`src/rtl/lvnd_pkg.sv`:
```
// ----------------------------------------------------------------------------
// lvnd_pkg: shared types and constants of the local variance noise detector
// Holds the frame size limits, the register index codes and the types that
// pass between the front end and the judging pipeline.
// ----------------------------------------------------------------------------
package lvnd_pkg;

    localparam int MAX_WIDTH  = 2048;
    localparam int MAX_HEIGHT = 4096;
    localparam int COL_W      = $clog2(MAX_WIDTH);
    localparam int ROW_W      = $clog2(MAX_HEIGHT);
    localparam int WID_W      = COL_W + 1;
    localparam int HGT_W      = ROW_W + 1;
    localparam int TALLY_W    = 24;

    localparam logic [17:0] THRESH_RESET  = 18'd1000;
    localparam logic [6:0]  PERCENT_RESET = 7'd55;

    typedef enum logic [1:0] {
        REG_THRESHOLD = 2'd0,
        REG_PERCENT   = 2'd1,
        REG_WIDTH     = 2'd2,
        REG_HEIGHT    = 2'd3
    } reg_index_t;

    // Which neighbourhoods the new pixel completes, with their clip.
    typedef struct packed {
        logic       valid;
        logic       judge_main;
        logic       judge_bottom;
        logic       judge_right;
        logic       judge_corner;
        logic       first_row;
        logic       first_col;
        logic       frame_end;
        logic [WID_W-1:0] live_w;
        logic [HGT_W-1:0] live_h;
    } step_ctrl_t;

    typedef logic [23:0] column_t;

endpackage

```
`src/rtl/lvnd_judge.sv`:
```
// ----------------------------------------------------------------------------
// lvnd_judge: neighbourhood variance test
// Takes a 3x3 window and a clip, gives 1 when n*S2 - S1*S1 exceeds n*T.
// Pipelined in two register stages.
// ----------------------------------------------------------------------------
module lvnd_judge
(
    input  logic                   clk,
    input  logic                   rst_n,
    input  logic                   en,
    input  lvnd_pkg::column_t      win [3],
    input  logic                   skip_row,
    input  logic                   skip_col,
    input  logic [17:0]            threshold,
    output logic                   pass_valid,
    output logic                   pass
);
    import lvnd_pkg::*;

    logic [3:0]  n_c;
    logic [11:0] s1_c;
    logic [19:0] s2_c;
    logic [3:0]  n_reg;
    logic [11:0] s1_reg;
    logic [19:0] s2_reg;
    logic [17:0] t_reg;
    logic        v1_reg;
    logic [23:0] lhs;
    logic [23:0] sq;
    logic [21:0] nt;

    always_comb
    begin
        logic [7:0] p;
        n_c  = '0;
        s1_c = '0;
        s2_c = '0;
        for (int k = 0; k < 3; k++) begin
            for (int i = 0; i < 3; i++) begin
                p = win[k][8*i +: 8];
                if (!(skip_col && k == 0) && !(skip_row && i == 0)) begin
                    n_c  = n_c + 4'd1;
                    s1_c = s1_c + {4'd0, p};
                    s2_c = s2_c + {4'd0, 16'(p * p)};
                end
            end
        end
    end

    always_ff @(posedge clk or negedge rst_n)
    begin
        if (!rst_n)
        begin
            v1_reg     <= 1'b0;
            pass_valid <= 1'b0;
        end
        else
        begin
            v1_reg     <= en;
            pass_valid <= v1_reg;
        end
    end

    always_ff @(posedge clk)
    begin
        n_reg  <= n_c;
        s1_reg <= s1_c;
        s2_reg <= s2_c;
        t_reg  <= threshold;
    end

    assign lhs = 24'(n_reg * s2_reg);
    assign sq  = 24'(s1_reg * s1_reg);
    assign nt  = 22'(n_reg * t_reg);

    always_ff @(posedge clk)
    begin
        pass <= ({1'b0, lhs} > ({3'd0, nt} + {1'b0, sq}));
    end

endmodule

```
`config.mk`:
```
export PLATFORM = sky130hd
export DESIGN_NAME = lvnd_judge
export DESIGN_NICKNAME = d
export VERILOG_FILES = /design/src/rtl/lvnd_pkg.sv /design/src/rtl/lvnd_judge.sv
export SDC_FILE = /design/constraint.sdc
export NUM_CORES = 2
export LEC_CHECK = 0
export BUFFER_PORTS_ARGS = -buffer_cell sky130_fd_sc_hd__buf_2
export CELL_PAD_IN_SITES_DETAIL_PLACEMENT = 1
export CELL_PAD_IN_SITES_GLOBAL_PLACEMENT = 1
export CORE_MARGIN = 2
export CORE_UTILIZATION = 51
export CTS_BUF_LIST = sky130_fd_sc_hd__clkbuf_4 sky130_fd_sc_hd__clkbuf_8 sky130_fd_sc_hd__clkbuf_16
export DETAILED_ROUTE_END_ITERATION = 16
export HOLD_SLACK_MARGIN = 0.12
export PLACE_DENSITY_LB_ADDON = 0.1
export SLEW_MARGIN = 40
export SYNTH_ARGS = -nofsm -noshare
export SYNTH_HDL_FRONTEND = slang
export SYNTH_SLANG_ARGS = --single-unit
```
`constraint.sdc`:
```
create_clock -name clk -period 7.8 [get_ports clk]
set_input_delay 0 -clock clk [delete_from_list [all_inputs] [get_ports clk]]
set_output_delay 0 -clock clk [all_outputs]
set_load 0.05 [all_outputs]
```
==> metrics.txt <==
Overall Global Routing Usage=0.329; largest net degree at the start of global routing=53; filler instances=7178; Hold Path Cell Cnt=3; antenna viol nets, final=0; dominant synthesized flop cell=dfxtp_1; worst path required time=8.01 ns; CP Class=primary input to flop; # H-tree levels=2; Reg2Reg Setup Slack=0.15 ns; GR Overflow Total=0; CTS root buffer=clkbuf_16; min-delay src=win[16]; Hold WC Path Type=primary input to flop; # setup viols final=25; Hold Vio Cnt, Final=0; area leader, netlist=fa_1; multi-input gate area in the final layout=28100 sq um; Critical Path Max Stage Delay=0.62 ns; Iteration-0 DRC Markers=1131; core box area=61400 sq um; Achievable Freq=49.0 MHz; period utilization=2.62; MaxCap Viol Count=0; first-pass GRT wire length=166000 microns; setup TNS=-205.58 ns; Worst-Margin Slew=0.753 ns; main area contributors after synthesis=fa_1 36%, ha_1 20%, inv_1 11%, and2_1 3.7%, xnor2_1 3.6%; Post-synth EDFFs=0; Largest register FFs=20; wirelength, routed=112000 microns; FF+latch area=1140 sq um; share of cells above drive strength 1=0.236; crit path time final=20.42 ns; I/O pin total=97; most frequent cells in the layout=852 x inv_1, 621 x buf_4, 553 x fa_1; Die ar.=63800 sq um; status=finished, violations left; Die Ht=253 microns; Synthesized Nets=4808; Syn. warnings=0; CTS sink cnt=56; CTS tree=done; CTS Buffer Depth=2; Area Overhead vs Synth=25.0%; clk_skew=0.0111 ns; Via density=5.46; CP Launch Point=win[52]; Starting Density=0.513; CP max-delay cell=fa_2; hold slack final=0.248 ns; FF-to-FF path depth=29; worst r2r src=s1_reg[11]$_DFF_P_; arrival time worst endpoint=20.63 ns; DR vias=28000; wire per inst=21.7 microns; setup ws final=-12.62 ns; top-area cell type share of the netlist area=0.361; Mapped Avg Cell Area=8.63 sq um; initial antenna violation count=3; critical path endpoint category=flop; vias in the first global route=32400; Critical Path Source Type=primary input; Yosys cell types=68; clk_lat worst skew=0.33 ns; post-DP HPWL=87700 microns; most common cell after layout, fill and taps aside=inv_1; DRC=0; gpl congestion=0.909; Die Width=253 microns; Crit Path Max Fanout=4; Worst R2R End=pass$_DFF_P_; #FFs+latches synth=56; CTS clock-pin slew for the worst setup and hold paths=0.08 ns; number of port buffers=96; most used cell, CP=fa_1; Final Max Tran Viols=0; Synth Cell Area=31500 sq um; violated checks=setup timing; CTS Buf Count=5; sequential element share of the synthesized area=0.0359; Rows=91; Max transition margin=0.485; RSZ-0062 raised after global routing=yes; Pre-antenna DRT Iters=7; Nets=5498; Post-Syn Instances=3650; Synth async-reset ratio=0.0357; WHS Endpoint=s2_reg[0]$_DFF_P_
[per-stage QoR]
| stage | instance area (sq um) | std cells | util | setup WS, ns |
|---|---|---|---|---|
| finish | 39400 | 5133 | 0.642 | -12.62 |
| floorplan | 32000 | 3650 | - | -11.73 |
| CTS | 38700 | 5105 | 0.630 | -12.22 |
| global route | 39400 | 5133 | 0.642 | -13.12 |
| detailed placement | 37500 | 5045 | 0.611 | -12.94 |
| global placement | 37500 | 5045 | 0.611 | -12.58 |
[cell families after synthesis]
group / count (synthesis) / share of synthesized area
buf+inv: 978 / 0.117
simple gates: 857 / 0.130
mux: 32 / 0.0109
compound gates: 467 / 0.0934
xor+xnor: 197 / 0.0554
fa+ha+maj: 1063 / 0.557
flops: 56 / 0.0359
[how the worst max path moves through the flow]
| stage | endpoint | slack (ns) | depth (start not counted) |
|---|---|---|---|
| after floorplan | s2_reg[19]$_DFF_P_ | -11.73 | 74 |
| after global placement | s2_reg[19]$_DFF_P_ | -12.58 | 76 |
| after detailed placement | s2_reg[19]$_DFF_P_ | -12.94 | 76 |
| after CTS | s2_reg[18]$_DFF_P_ | -12.22 | 82 |
| after global routing | s2_reg[19]$_DFF_P_ | -13.12 | 81 |
| final | s2_reg[18]$_DFF_P_ | -12.62 | 81 |
[cell type report]
type,instances,area share
multi-input cells,2616,0.714
repair buffers,751,0.141
inverters,910,0.0868
flip-flops and latches,56,0.0290
well taps,790,0.0251
clock buffers,5,0.00318
clock inverters,3,0.000540
diodes,2,0.000127
[Yosys cell counts, types with 54 or more instances]
cell	n
nand2_1	281
and2_1	186
a21o_1	55
o21ai_0	90
a21oi_1	134
inv_1	905
xor2_1	67
ha_1	495
dfxtp_1	54
nor2_1	196
clkbuf_1	66
xnor2_1	129
fa_1	568
[worst max-delay path, delay by kind of cell]
family | cells | cell delay, ns
buf+inv | 22 | 1.76
xor+xnor | 5 | 0.67
compound gates | 12 | 1.88
mux | 1 | 0.10
simple gates | 8 | 2.19
fa+ha+maj | 33 | 13.94
[what timing repair did]
action	in CTS	in global routing
setup endpoints to repair	24	26
resized for setup	123	117
pin swaps	102	97
hold endpoints to repair	23	0
buffers inserted	29	29
hold buffers	23	0
gates cloned	0	0
[layer usage]
metal  global-route usage  share of wire  routed length, microns  up-vias
met5                    0              0                       0        -
met4                0.111          0.048                    5350        0
met3               0.0216          0.032                    3580      348
met2                0.628           0.53                   59500      707
met1                0.388           0.39                   43100    14300
li1                     -              -                       -    12700
Power is not shown: default switching activity piles up to over one toggle a cycle in this logic, so the estimate is an artifact.
